===== src/hdl/gnam_pkg.sv =====
package gnam_pkg;

  // storage defaults
  localparam int unsigned MAX_CELLS_DEF  = 65536;
  localparam int unsigned VALUE_BITS_DEF = 32;

  // width of the linear cell address before the storage check
  localparam int unsigned ADDR_CALC_W = 26;

  // configuration port
  localparam int unsigned PADDR_W = 5;
  localparam int unsigned PDATA_W = 32;

  localparam logic [2:0] REG_COLUMNS   = 3'd0;
  localparam logic [2:0] REG_ROWS      = 3'd1;
  localparam logic [2:0] REG_LAYERS    = 3'd2;
  localparam logic [2:0] REG_BASE_VAL  = 3'd3;
  localparam logic [2:0] REG_NBR_VAL   = 3'd4;
  localparam logic [2:0] REG_USE_ALL   = 3'd5;

  // command codes
  localparam logic CMD_LOAD = 1'b0;

  // access slots of a query: the cell itself, then its six faces
  localparam logic [2:0] SLOT_CENTER   = 3'd0;
  localparam logic [2:0] SLOT_COL_DN   = 3'd1;
  localparam logic [2:0] SLOT_COL_UP   = 3'd2;
  localparam logic [2:0] SLOT_ROW_DN   = 3'd3;
  localparam logic [2:0] SLOT_ROW_UP   = 3'd4;
  localparam logic [2:0] SLOT_LAYER_DN = 3'd5;
  localparam logic [2:0] SLOT_LAYER_UP = 3'd6;

  typedef struct packed {
    logic               cmd;
    logic [7:0]         cell_col;
    logic [7:0]         cell_row;
    logic [7:0]         cell_layer;
    logic signed [31:0] cell_value;
    logic               cell_active;
  } in_t;

  typedef struct packed {
    logic mark;
    logic index_error;
  } out_t;

  typedef struct packed {
    logic [8:0]         cols;
    logic [8:0]         rows;
    logic [8:0]         layers;
    logic signed [31:0] base_val;
    logic signed [31:0] nbr_val;
    logic               use_all;
    logic [17:0]        plane;
  } cfg_t;

  typedef enum logic [2:0] {
    ST_IDLE,
    ST_ROW,
    ST_ADDR,
    ST_CHECK,
    ST_READ,
    ST_DRAIN,
    ST_DONE
  } st_e;

endpackage


===== src/hdl/gnam_cfg.sv =====
module gnam_cfg (
  input  logic                         clk_i,
  input  logic                         rst_ni,
  input  logic                         psel,
  input  logic                         penable,
  input  logic                         pwrite,
  input  logic [gnam_pkg::PADDR_W-1:0] paddr,
  input  logic [gnam_pkg::PDATA_W-1:0] pwdata,
  output logic [gnam_pkg::PDATA_W-1:0] prdata,
  output logic                         pready,
  output gnam_pkg::cfg_t               cfg_o
);

  logic [8:0]  cols_q, rows_q, layers_q;
  logic [31:0] base_q, nbr_q;
  logic        use_all_q;
  logic [17:0] plane_q;
  logic        wr_en;
  logic [2:0]  reg_idx;

  assign pready  = 1'b1;
  assign wr_en   = psel & penable & pwrite;
  assign reg_idx = paddr[4:2];

  always_ff @(posedge clk_i or negedge rst_ni) begin
    if (!rst_ni) begin
      cols_q    <= 9'd1;
      rows_q    <= 9'd1;
      layers_q  <= 9'd1;
      base_q    <= 32'd1;
      nbr_q     <= 32'd0;
      use_all_q <= 1'b0;
      plane_q   <= 18'd1;
    end else begin
      // cells per layer, kept ready for the address calculation
      plane_q <= 18'(cols_q) * 18'(rows_q);
      if (wr_en) begin
        case (reg_idx)
          gnam_pkg::REG_COLUMNS:  cols_q    <= pwdata[8:0];
          gnam_pkg::REG_ROWS:     rows_q    <= pwdata[8:0];
          gnam_pkg::REG_LAYERS:   layers_q  <= pwdata[8:0];
          gnam_pkg::REG_BASE_VAL: base_q    <= pwdata;
          gnam_pkg::REG_NBR_VAL:  nbr_q     <= pwdata;
          gnam_pkg::REG_USE_ALL:  use_all_q <= pwdata[0];
          default: ;
        endcase
      end
    end
  end

  always_comb begin
    case (reg_idx)
      gnam_pkg::REG_COLUMNS:  prdata = 32'(cols_q);
      gnam_pkg::REG_ROWS:     prdata = 32'(rows_q);
      gnam_pkg::REG_LAYERS:   prdata = 32'(layers_q);
      gnam_pkg::REG_BASE_VAL: prdata = base_q;
      gnam_pkg::REG_NBR_VAL:  prdata = nbr_q;
      gnam_pkg::REG_USE_ALL:  prdata = 32'(use_all_q);
      default:                prdata = '0;
    endcase
  end

  assign cfg_o.cols     = cols_q;
  assign cfg_o.rows     = rows_q;
  assign cfg_o.layers   = layers_q;
  assign cfg_o.base_val = base_q;
  assign cfg_o.nbr_val  = nbr_q;
  assign cfg_o.use_all  = use_all_q;
  assign cfg_o.plane    = plane_q;

endmodule


===== config.mk =====
export PLATFORM = sky130hd
export DESIGN_NAME = gnam_cfg
export DESIGN_NICKNAME = d
export VERILOG_FILES = /design/src/hdl/gnam_pkg.sv /design/src/hdl/gnam_cfg.sv
export SDC_FILE = /design/constraint.sdc
export NUM_CORES = 1
export LEC_CHECK = 0
export ABC_AREA = 1
export BUFFER_PORTS_ARGS = -buffer_cell sky130_fd_sc_hd__buf_4
export CAP_MARGIN = 20
export CORE_MARGIN = 2
export CORE_UTILIZATION = 40
export CTS_BUF_LIST = sky130_fd_sc_hd__clkbuf_8
export CTS_CLUSTER_SIZE = 10
export DETAILED_ROUTE_END_ITERATION = 10
export GPL_ROUTABILITY_DRIVEN = 0
export PLACE_DENSITY = 0.7
export SLEW_MARGIN = 40
export SYNTH_ARGS = -nofsm -noshare
export SYNTH_HDL_FRONTEND = slang
export SYNTH_SLANG_ARGS = --single-unit

===== constraint.sdc =====
create_clock -name clk_i -period 5.5 [get_ports clk_i]
set_input_delay 0.55 -clock clk_i [delete_from_list [all_inputs] [get_ports clk_i]]
set_output_delay 0.55 -clock clk_i [all_outputs]
set_load 0.01 [all_outputs]

==> key figures <==
Cells and area
  – Layout cells sized above 1: ~26%
  – Fillers: 1,851
  – N_diodes: 0
  – Nets: roughly 1.2k
  – Synth-to-Final Area Change: 21.0%

CTS
  – Clk_lat worst skew: 0.41 ns
  – Postcts setup bufs: 0
  – TritonCTS clock tree: built
  – Clk slew on worst S/H paths: 0.13 ns
  – CTS Buf Count: 9
  – Number of H-tree levels: 3
  – Post-cts sizing count: 0
  – Max clock buf depth: 2
  – # clock sinks: 110
  – Root Buffer: clkbuf_8
  – Hold Buf Count CTS: 0

Critical path
  – Cell with the largest stage delay on the worst path: dfrtp_1
  – CP Max Fanout: 11
  – Arrival time worst endpoint: about 4.5 ns
  – CP Class: reg -> reg
  – R2r endpoint: plane_q[16]
  – Worst path cell trace: nand2_1 > fa_1 > inv_1 > fa_1 > inv_1 > fa_1 > fa_1 > inv_1 > ha_1 > nand2_1 > nand2_1 > nor2_1 > inv_1 > nand2_1 > nand3_1 > nand2_1 > nand2_1
  – Crit Reg-Reg Startpoint: cols_q[5]
  – CP endpoint kind: register
  – R2r worst-path depth: 17
  – Worst setup SP type: register
  – Required @ worst endpoint: just under 6 ns
  – Slowest stage delay, CP: ~0.65 ns
  – Most frequent CP cell: nand2_1
  – FF-to-FF setup slack: between 1 and 1.5 ns

STA
  – TNS Setup: 0 ns
  – Crit share post-route: between 70% and 80%
  – RSZ-0062 raised after global routing: false
  – Final Hold Viols: 0
  – Tmin final: 4.19 ns
  – Worst Skew: roughly 0.016 ns
  – Slew margin rel.: a little under half
  – Final worst-path setup slack: 1.31 ns
  – Fin. max-slew vios: 0
  – Fmax: about 0.24 GHz
  – Pin slew with the least headroom to its limit: 0.801 ns
  – Final Setup Violations: 0

Worst hold path
  – Worst min path class: in -> async

Route
  – Drt first pass iters: 4
  – DRT Wirelength: 18,800 um
  – WL met3: around 1300 um
  – Met1 WL: 8010 um
  – Wire per inst: ~15 um
  – Top sig layer: met4
  – # DRC: 0
  – Via density: 4.78
  – Wire length on met2: 9050 um
  – Routed vias: 6,153
  – Routed Antenna Nets: 0
  – Starting DRC count in detailed routing: 203

Yosys
  – Syn Area/Cell: approximately 8.5 um^2
  – Syn. warnings: 0
  – Synthesized net count: just over 1k
  – Synth cell types: 32
  – Top cells by area, synth: dfrtp_1, fa_1, nand2_1
  – Sequential-to-total area share from yosys stat: around 36%
  – Cell taking the most area after synthesis: dfrtp_1
  – #FFs+latches synth: 110
  – Cells after Synth: just under 900
  – Mapped cell area: ~0.0076 mm^2
  – Post-synth top area share: 34.7%

Status
  – Status: finished, final reports clean

GRT
  – Pin count of the biggest net entering global routing: 69
  – Vias in the first global route: 6,259
  – GR Overflow Total: 0
  – Gr usage total: 19.7%
  – First-pass GRT wire length: approximately 31,000 um
  – Antenna violations before repair: 0

Placement
  – Dpl hpwl: between 10,000 and 15,000 um
  – Pre-CTS setup slack: between 1 and 1.5 ns
  – IO Port Bufs: between 150 and 200

Run
  – Max_cap viols: 0

Power
  – Max VDD drop: 301 uV
  – Leakage: 5.37 nW
  – PD cells: roughly 440 mW/mm^2

Floorplanning
  – I/O pin count: 185
  – Die Ht: around 140 um
  – Die X: 142 um
  – DIE AREA: 0.0201 mm^2
  – Core area: 0.0186 mm^2
  – Row cnt: 50
  – Starting Density: 40.7%
-- cells in the mapped netlist --
library cell	number
nand4_1	3
clkbuf_1	18
nor2_1	20
conb_1	1
buf_4	3
nor2_2	1
nor3_1	1
buf_2	6
xor2_1	3
xnor2_1	5
nand2_4	4
nand3_2	1
nand3_1	21
inv_1	186
dfstp_2	5
a21oi_1	13
o21ai_2	54
dfrtp_1	105
inv_4	1
nor2_8	1
fa_1	50
inv_2	4
ha_1	38
buf_6	14
a22o_1	23
nand3b_1	1
o21ai_0	19
nand2_1	263
nand2_2	1
o21ai_1	28
o21bai_1	1
o22ai_1	1
-- area by class of cell --
cell class,count,area (um^2),share of cell area [%]
Sequential cell,110,2760,30.1
Clock inverter,7,72.6,0.791
Inverter,191,719,7.84
Multi-Input combinational cell,553,3830,41.8
Tap cell,234,293,3.19
Clock buffer,9,124,1.35
Timing Repair Buffer,182,1370,14.9
-- per-stage QoR --
step           instance area, um^2  power, mW  std cells  utilization (%)  hold WS [ns]
3_3_place_gp                  8960       3.50       1270             48.1         0.486
5_1_grt                       9170       4.48       1286             49.2         0.155
3_5_place_dp                  8970       3.56       1270             48.1         0.486
6_report                      9170       4.04       1286             49.2         0.107
2_1_floorplan                 7580       2.81        895                -         0.254
4_1_cts                       9160       4.09       1286             49.1         0.117
-- power by group --
part | total [mW] | leakage [nW] | internal (mW) | switching (mW)
clock network | 0.517 | 0.0974 | 0.180 | 0.337
logic | 2.28 | 3.89 | 0.988 | 1.30
registers | 1.24 | 1.39 | 1.02 | 0.222
total | 4.04 | 5.37 | 2.19 | 1.85
-- cells in the final DEF (no fill, tap or decap), types with 5 or more instances in the layout --
cell | Yosys | routed
buf_4 | 3 | 181
dfrtp_1 | 105 | 105
o21ai_0 | 19 | 19
nand3_1 | 21 | 21
clkbuf_8 | 0 | 9
dfstp_2 | 5 | 5
inv_1 | 186 | 186
o21ai_1 | 28 | 28
xnor2_1 | 5 | 5
o21ai_2 | 54 | 54
ha_1 | 38 | 38
nor2_1 | 20 | 20
fa_1 | 50 | 50
a21oi_1 | 13 | 13
nand2_1 | 263 | 263
a22o_1 | 23 | 23
-- metal layers --
| metal | up-vias | global-route usage [%] |
|---|---|---|
| li1 | 3023 | - |
| met1 | 2935 | 24.4 |
| met2 | 170 | 33.4 |
| met3 | 25 | 5.20 |
| met4 | 0 | 7.16 |
| met5 | - | 0 |
-- registers in the layout, indices dropped and copies added (netlist names) --
| name | flops |
|---|---|
| plane_q | 18 |
| layers_q | 9 |
| nbr_q | 32 |
| use_all_q | 1 |
| rows_q | 9 |
| base_q | 32 |
| cols_q | 9 |
-- critical path, delay by kind of cell (launching register included) --
family,cells,cell delay (ns)
fa+ha+maj,5,2.39
simple gates,8,0.83
buf+inv,4,0.22
flops,1,0.65
-- how the worst max path moves through the flow --
| stage | to | slack [ns] | start | cells past startpoint |
|---|---|---|---|---|
| 2_1_floorplan | plane_q[16] | 1.44 | rows_q[0] | 18 |
| 3_3_place_gp | plane_q[16] | 1.40 | cols_q[5] | 17 |
| 3_5_place_dp | plane_q[16] | 1.32 | cols_q[5] | 17 |
| 4_1_cts | plane_q[16] | 1.32 | cols_q[5] | 17 |
| 5_1_grt | plane_q[16] | 0.99 | cols_q[5] | 17 |
| 6_report | plane_q[16] | 1.31 | cols_q[5] | 17 |
-- logic make-up after synthesis --
kind of cell	count (synthesis)	share of synthesized area, %
buffers and inverters	232	13.2
DFF	110	36.4
and+or+nand+nor	317	17.0
xor gates and xnor gates	8	0.924
other	1	0.0495
adders and majority gates	88	19.5
AOI/OAI and AO/OA	139	13.0
Power figures use the tool's default switching activity.
