==> config.mk <==
export PLATFORM = sky130hd
export DESIGN_NAME = gnam_seq
export DESIGN_NICKNAME = d
export VERILOG_FILES = /design/src/hdl/gnam_pkg.sv /design/src/hdl/gnam_seq.sv
export SDC_FILE = /design/constraint.sdc
export NUM_CORES = 1
export LEC_CHECK = 0
export BUFFER_PORTS_ARGS = -buffer_cell sky130_fd_sc_hd__buf_4
export CAP_MARGIN = 20
export CORE_AREA = 2 2 188 190
export CTS_CLUSTER_DIAMETER = 80
export DETAILED_ROUTE_END_ITERATION = 8
export DIE_AREA = 0 0 190 192
export PLACE_DENSITY = 0.79
export SYNTH_ARGS = -nofsm -noshare
export SYNTH_HDL_FRONTEND = slang
export SYNTH_SLANG_ARGS = --single-unit
export TNS_END_PERCENT = 30
==> constraint.sdc <==
create_clock -name clk_i -period 6.2 [get_ports clk_i]
set_input_delay 0 -clock clk_i [delete_from_list [all_inputs] [get_ports clk_i]]
set_output_delay 0 -clock clk_i [all_outputs]
set_load 0.02 [all_outputs]
==> src/hdl/gnam_pkg.sv <==
package gnam_pkg;

  // storage defaults
  localparam int unsigned MAX_CELLS_DEF  = 65536;
  localparam int unsigned VALUE_BITS_DEF = 32;

  // width of the linear cell address before the storage check
  localparam int unsigned ADDR_CALC_W = 26;

  // configuration port
  localparam int unsigned PADDR_W = 5;
  localparam int unsigned PDATA_W = 32;

  localparam logic [2:0] REG_COLUMNS   = 3'd0;
  localparam logic [2:0] REG_ROWS      = 3'd1;
  localparam logic [2:0] REG_LAYERS    = 3'd2;
  localparam logic [2:0] REG_BASE_VAL  = 3'd3;
  localparam logic [2:0] REG_NBR_VAL   = 3'd4;
  localparam logic [2:0] REG_USE_ALL   = 3'd5;

  // command codes
  localparam logic CMD_LOAD = 1'b0;

  // access slots of a query: the cell itself, then its six faces
  localparam logic [2:0] SLOT_CENTER   = 3'd0;
  localparam logic [2:0] SLOT_COL_DN   = 3'd1;
  localparam logic [2:0] SLOT_COL_UP   = 3'd2;
  localparam logic [2:0] SLOT_ROW_DN   = 3'd3;
  localparam logic [2:0] SLOT_ROW_UP   = 3'd4;
  localparam logic [2:0] SLOT_LAYER_DN = 3'd5;
  localparam logic [2:0] SLOT_LAYER_UP = 3'd6;

  typedef struct packed {
    logic               cmd;
    logic [7:0]         cell_col;
    logic [7:0]         cell_row;
    logic [7:0]         cell_layer;
    logic signed [31:0] cell_value;
    logic               cell_active;
  } in_t;

  typedef struct packed {
    logic mark;
    logic index_error;
  } out_t;

  typedef struct packed {
    logic [8:0]         cols;
    logic [8:0]         rows;
    logic [8:0]         layers;
    logic signed [31:0] base_val;
    logic signed [31:0] nbr_val;
    logic               use_all;
    logic [17:0]        plane;
  } cfg_t;

  typedef enum logic [2:0] {
    ST_IDLE,
    ST_ROW,
    ST_ADDR,
    ST_CHECK,
    ST_READ,
    ST_DRAIN,
    ST_DONE
  } st_e;

endpackage

==> src/hdl/gnam_seq.sv <==
module gnam_seq #(
  parameter int unsigned MAX_CELLS  = gnam_pkg::MAX_CELLS_DEF,
  parameter int unsigned VALUE_BITS = gnam_pkg::VALUE_BITS_DEF
) (
  input  logic                         clk_i,
  input  logic                         rst_ni,
  input  gnam_pkg::cfg_t               cfg_i,
  input  logic                         in_valid_i,
  output logic                         in_ready_o,
  input  gnam_pkg::in_t                in_data_i,
  output logic                         out_valid_o,
  input  logic                         out_ready_i,
  output gnam_pkg::out_t               out_data_o,
  output logic                         ram_en_o,
  output logic                         ram_we_o,
  output logic [$clog2(MAX_CELLS)-1:0] ram_addr_o,
  output logic [VALUE_BITS:0]          ram_wdata_o,
  input  logic [VALUE_BITS:0]          ram_rdata_i
);

  localparam int unsigned AW = $clog2(MAX_CELLS);
  localparam int unsigned CW = gnam_pkg::ADDR_CALC_W;
  localparam logic [CW-1:0] CellLimit = CW'(MAX_CELLS);

  gnam_pkg::st_e  st_q, st_d;
  gnam_pkg::in_t  item_q, item_d;
  gnam_pkg::out_t out_data_q, out_data_d;
  logic           out_valid_q, out_valid_d;
  logic [16:0]    rowoff_q, rowoff_d;
  logic [CW-1:0]  addr_q, addr_d;
  logic           err_q, err_d;
  logic [2:0]     slot_q, slot_d;
  logic           rd_vld_q, rd_vld_d;
  logic [2:0]     rd_slot_q, rd_slot_d;
  logic           center_ok_q, center_ok_d;
  logic           hit_q, hit_d;

  // neighbour address for the current slot
  logic [CW-1:0]  nb_off, nb_addr;
  logic           nb_sub, nb_inside, nb_present;
  logic           rd_usable, rd_base_eq, rd_nbr_eq;

  always_comb begin
    nb_off    = '0;
    nb_sub    = 1'b0;
    nb_inside = 1'b1;
    case (slot_q)
      gnam_pkg::SLOT_CENTER: ;
      gnam_pkg::SLOT_COL_DN: begin
        nb_off    = CW'(1);
        nb_sub    = 1'b1;
        nb_inside = item_q.cell_col != 8'd0;
      end
      gnam_pkg::SLOT_COL_UP: begin
        nb_off    = CW'(1);
        nb_inside = (9'(item_q.cell_col) + 9'd1) < cfg_i.cols;
      end
      gnam_pkg::SLOT_ROW_DN: begin
        nb_off    = CW'(cfg_i.cols);
        nb_sub    = 1'b1;
        nb_inside = item_q.cell_row != 8'd0;
      end
      gnam_pkg::SLOT_ROW_UP: begin
        nb_off    = CW'(cfg_i.cols);
        nb_inside = (9'(item_q.cell_row) + 9'd1) < cfg_i.rows;
      end
      gnam_pkg::SLOT_LAYER_DN: begin
        nb_off    = CW'(cfg_i.plane);
        nb_sub    = 1'b1;
        nb_inside = item_q.cell_layer != 8'd0;
      end
      gnam_pkg::SLOT_LAYER_UP: begin
        nb_off    = CW'(cfg_i.plane);
        nb_inside = (9'(item_q.cell_layer) + 9'd1) < cfg_i.layers;
      end
      default: nb_inside = 1'b0;
    endcase
    nb_addr    = nb_sub ? addr_q - nb_off : addr_q + nb_off;
    nb_present = nb_inside && (nb_addr < CellLimit);
  end

  assign rd_usable  = cfg_i.use_all | ram_rdata_i[VALUE_BITS];
  assign rd_base_eq = ram_rdata_i[VALUE_BITS-1:0] == cfg_i.base_val[VALUE_BITS-1:0];
  assign rd_nbr_eq  = ram_rdata_i[VALUE_BITS-1:0] == cfg_i.nbr_val[VALUE_BITS-1:0];

  always_comb begin
    st_d        = st_q;
    item_d      = item_q;
    rowoff_d    = rowoff_q;
    addr_d      = addr_q;
    err_d       = err_q;
    slot_d      = slot_q;
    rd_vld_d    = 1'b0;
    rd_slot_d   = slot_q;
    center_ok_d = center_ok_q;
    hit_d       = hit_q;
    out_valid_d = out_valid_q & ~out_ready_i;
    out_data_d  = out_data_q;
    ram_en_o    = 1'b0;
    ram_we_o    = 1'b0;
    ram_addr_o  = nb_addr[AW-1:0];
    ram_wdata_o = {item_q.cell_active, item_q.cell_value[VALUE_BITS-1:0]};

    // read data of the slot issued last cycle
    if (rd_vld_q) begin
      if (rd_slot_q == gnam_pkg::SLOT_CENTER) begin
        center_ok_d = rd_usable & rd_base_eq;
      end else if (rd_usable & rd_nbr_eq) begin
        hit_d = 1'b1;
      end
    end

    case (st_q)
      gnam_pkg::ST_IDLE: begin
        if (in_valid_i) begin
          item_d = in_data_i;
          st_d   = gnam_pkg::ST_ROW;
        end
      end
      gnam_pkg::ST_ROW: begin
        rowoff_d = 17'(cfg_i.cols) * 17'(item_q.cell_row);
        err_d    = (9'(item_q.cell_col) >= cfg_i.cols) ||
                   (9'(item_q.cell_row) >= cfg_i.rows) ||
                   (9'(item_q.cell_layer) >= cfg_i.layers);
        st_d     = gnam_pkg::ST_ADDR;
      end
      gnam_pkg::ST_ADDR: begin
        addr_d = CW'(cfg_i.plane) * CW'(item_q.cell_layer) + CW'(rowoff_q) +
                 CW'(item_q.cell_col);
        st_d   = gnam_pkg::ST_CHECK;
      end
      gnam_pkg::ST_CHECK: begin
        center_ok_d = 1'b0;
        hit_d       = 1'b0;
        slot_d      = gnam_pkg::SLOT_CENTER;
        if (err_q || (addr_q >= CellLimit)) begin
          err_d = 1'b1;
          st_d  = gnam_pkg::ST_DONE;
        end else if (item_q.cmd == gnam_pkg::CMD_LOAD) begin
          ram_en_o   = 1'b1;
          ram_we_o   = 1'b1;
          ram_addr_o = addr_q[AW-1:0];
          st_d       = gnam_pkg::ST_DONE;
        end else begin
          st_d = gnam_pkg::ST_READ;
        end
      end
      gnam_pkg::ST_READ: begin
        if (nb_present) begin
          ram_en_o = 1'b1;
          rd_vld_d = 1'b1;
        end
        slot_d = slot_q + 3'd1;
        if (slot_q == gnam_pkg::SLOT_LAYER_UP) begin
          st_d = gnam_pkg::ST_DRAIN;
        end
      end
      gnam_pkg::ST_DRAIN: begin
        st_d = gnam_pkg::ST_DONE;
      end
      gnam_pkg::ST_DONE: begin
        if (!out_valid_q || out_ready_i) begin
          out_valid_d            = 1'b1;
          out_data_d.mark        = center_ok_q & hit_q;
          out_data_d.index_error = err_q;
          st_d                   = gnam_pkg::ST_IDLE;
        end
      end
      default: st_d = gnam_pkg::ST_IDLE;
    endcase
  end

  always_ff @(posedge clk_i or negedge rst_ni) begin
    if (!rst_ni) begin
      st_q        <= gnam_pkg::ST_IDLE;
      out_valid_q <= 1'b0;
      rd_vld_q    <= 1'b0;
    end else begin
      st_q        <= st_d;
      out_valid_q <= out_valid_d;
      rd_vld_q    <= rd_vld_d;
    end
  end

  always_ff @(posedge clk_i) begin
    item_q      <= item_d;
    rowoff_q    <= rowoff_d;
    addr_q      <= addr_d;
    err_q       <= err_d;
    slot_q      <= slot_d;
    rd_slot_q   <= rd_slot_d;
    center_ok_q <= center_ok_d;
    hit_q       <= hit_d;
    out_data_q  <= out_data_d;
  end

  assign in_ready_o  = st_q == gnam_pkg::ST_IDLE;
  assign out_valid_o = out_valid_q;
  assign out_data_o  = out_data_q;

endmodule

==> run_results.csv <==
group,metric,value,unit
yosys,syn_nets,2299,
status,status,"finished, violations left",
worst_setup_path,crit_type,"register to register",
placed_design,portBuffers,259,
global_routing,grt_pass1_wl,70.6,mm
cells_and_area,syn2layout_area_growth,20.9,%
worst_setup_path,start_kind,"register",
route,drcViolationCount,0,
timing,worst_slew_pin_slew,785,ps
yosys,synth-edff-count,107,
route,wl_per_cell,17.9,µm
clocking,numCtsBuffers,17,
worst_setup_path,critical_path.endpoint_type,"register",
timing,slew_viol_final,0,
cells_and_area,regArea,3440,µm²
clocking,clk_latency,440,ps
cells_and_area,final_cell_area,19400,µm²
timing,relSlewSlack,47.7,%
cells_and_area,final_cell_mix,"buf_4 (274), inv_1 (213), nand2_1 (201)",
clocking,cts-root-buf,"clkbuf_16",
route,via_count,13405,
status,violations,"hold timing",
worst_setup_path,cp.required,6380,ps
worst_setup_path,crit_path_max_fanout,15,
yosys,mappedNetlistArea,16000,µm²
worst_setup_path,path_cells,"buf_4 -> nand2_1 -> fa_1 -> fa_1 -> inv_1 -> fa_1 -> fa_1 -> fa_1 -> ha_1 -> and3_1 -> and3_1 -> a211oi_1 -> a21oi_1 -> a31oi_1 -> a211oi_1 -> a41o_1 -> mux2i_1 -> nand2_1",
die,ios,260,
route,drt_pre_antenna_iters,6,
die,rows,68,
global_routing,grt_usage,24.7,%
worst_hold_path,hold_class,"input port to register",
yosys,ys_ff_latch,117,
timing,layout_min_cycle_time,5870,ps
yosys,synthSimpleGateAreaFrac,16.0,%
route,routed_wl,44.1,mm
yosys,synthDistinctLibCells,69,
clocking,htree_levels,4,
timing,finalSetupViolCount,0,
die,design.die.area,36500,µm²
global_routing,grt_pass1_vias,13968,
yosys,synthMuxAreaShare,0.398,%
route,vias_per_cell,5.44,
route,drt_iter0_markers,980,
worst_setup_path,crit_top_cell,"fa_1",
yosys,ys.flop_type,"edfxtp_1",
yosys,postSynthCellCount,1739,
timing,rsz0062_at_grt,"no",
cells_and_area,multi_input_area,11300,µm²
yosys,synth_area_per_cell,9.21,µm²
worst_setup_path,cp.arrival,6050,ps
yosys,synth_xor_area_share,7.93,%
yosys,synth_compound_area_share,10.9,%
timing,fin_skew,19.9,ps
placed_design,postPlaceCellArea,18200,µm²
yosys,synth.yosys.seq_area_share,21.5,%
timing,holdWs,-6.51,ps
clocking,cts_tree,"done",
global_routing,grt_overflow_total,0,
timing,tns,0,ps
timing,period_share,94.7,%
cells_and_area,layout-drive-gt1-share,16.2,%
clocking,clock_sinks,117,
die,start_util,46.7,%
timing,hold_viol,1,
placed_design,place_congestion,0.925,
yosys,async_flop_share,4.27,%
placed_design,dpl.hpwl,34.9,mm
yosys,synthAdderAreaFrac,35.3,%
cells_and_area,nNetsFinal,2556,
worst_setup_path,max_stage_delay,570,ps
die,die_h,192,µm
job,max-cap-violations,0,
die,die_x,190,µm
yosys,synth_top_family_by_area,"adder cells",
clocking,clk_pin_slew,70,ps
clocking,cts_resized,0,
cells_and_area,final_common_cell,"buf_4",
worst_setup_path,cpMaxStageDelayCell,"fa_1",
global_routing,grt_max_degree,58,
die,core,34300,µm²
yosys,synth_warnings,0,
timing,fmax,170,MHz
route,postRouteAntennaNets,0,
global_routing,antenna_found_initial,2,
cells_and_area,fill_cells,2907,
clocking,cts.path.max_buffers,2,
## metal layers
metal / track usage, % / vias up / wire length [µm]
met5: 0 / - / 16
met4: 6.08 / 2 / 681
met3: 5.48 / 62 / 4370
met2: 41.8 / 617 / 20900
met1: 32.1 / 6420 / 18200
li1: - / 6304 / -
## cells by family after synthesis
logic type | after synthesis
buf+inv | 311
fa+ha+maj | 355
xor+xnor | 145
compound gates | 271
flops | 117
simple gates | 534
mux | 6
## metrics by stage
step	std cells	utilization, %	worst slack (ps)
after CTS	2464	56.5	335
final	2465	56.5	327
after floorplan	1739	-	419
after detailed placement	2370	53.0	347
after global routing	2465	56.5	12.0
after global placement	2370	53.0	456
## cells in the mapped netlist, types with 9 or more instances
cell type  count  area (µm²)
a211oi_1      12        90.1
a21o_1        24         180
a21oi_1       77         385
and2_1        86         538
and3_1        13        81.3
buf_4         33         248
clkbuf_1      62         233
edfxtp_1     107        3210
fa_1         161        3220
ha_1         194        2430
inv_1        213         800
nand2_1      201         754
nand2b_1      17         106
nand3_1       17        85.1
nand4_1       16         100
nor2_1       106         398
nor2b_1       13        81.3
nor3_1        23         115
nor4_1        19         119
o211ai_1       9        67.6
o21a_1        14         105
o21ai_0       62         310
xnor2_1       80         701
xor2_1        65         569
## critical path, delay by kind of cell (launching register included)
family                   cells  cell delay [ps]
AO/OA/AOI/OAI                5             1320
flip-flops                   1              400
buffers and inverters        2              280
AND/OR/NAND/NOR              4              540
adder cells (fa/ha/maj)      6             2870
multiplexers                 1              190
## path summary, 6_finish.rpt
kind                                          start                  endpoint  slack [ps]  cells past startpoint
setup reg to reg               item_q[37]$_DFFE_PP_      addr_q[24]$_DFFE_PP_         330                     18
min in group asynchronous                    rst_ni        rd_vld_q$_DFF_PN0_         510                      3
hold reg to reg            center_ok_q$_SDFFE_PP0P_  center_ok_q$_SDFFE_PP0P_         450                      2
hold / removal                            cfg_i[70]  center_ok_q$_SDFFE_PP0P_          -7                      6
max in group asynchronous                    rst_ni       st_q[0]$_DFFE_PN0P_        5490                      3
setup / recovery               item_q[37]$_DFFE_PP_      addr_q[24]$_DFFE_PP_         330                     18
## registers in the layout, indices dropped and copies added, names as in the netlist
name and cells:
rd_slot_d 3, out_data_o 2, ram_wdata_o 33, rd_slot_q 3
rowoff_q 17, st_q 3, out_valid_o 1, err_q 1
rd_vld_q 1, addr_q 26, hit_q 1, item_q 25
center_ok_q 1
## what timing repair did
action | 4_1_cts | 5_1_grt
endpoints found under the setup margin | 0 | 0
hold buffers | 62 | 0
setup buffers | 0 | 0
endpoints found under the hold margin | 70 | 0
## final cells by class
cell class                      count  share of cell area [%]
Multi-Input combinational cell   1311                    58.3
Sequential cell                   117                    17.7
Timing Repair Buffer              336                    13.8
Inverter                          213                    4.13
Tap cell                          455                    2.94
Clock buffer                       19                    2.45
Clock inverter                     13                   0.562
Antenna cell                        1                  0.0129
Power is not shown: default switching activity piles up to over one toggle a cycle in this logic, so the estimate is an artifact.
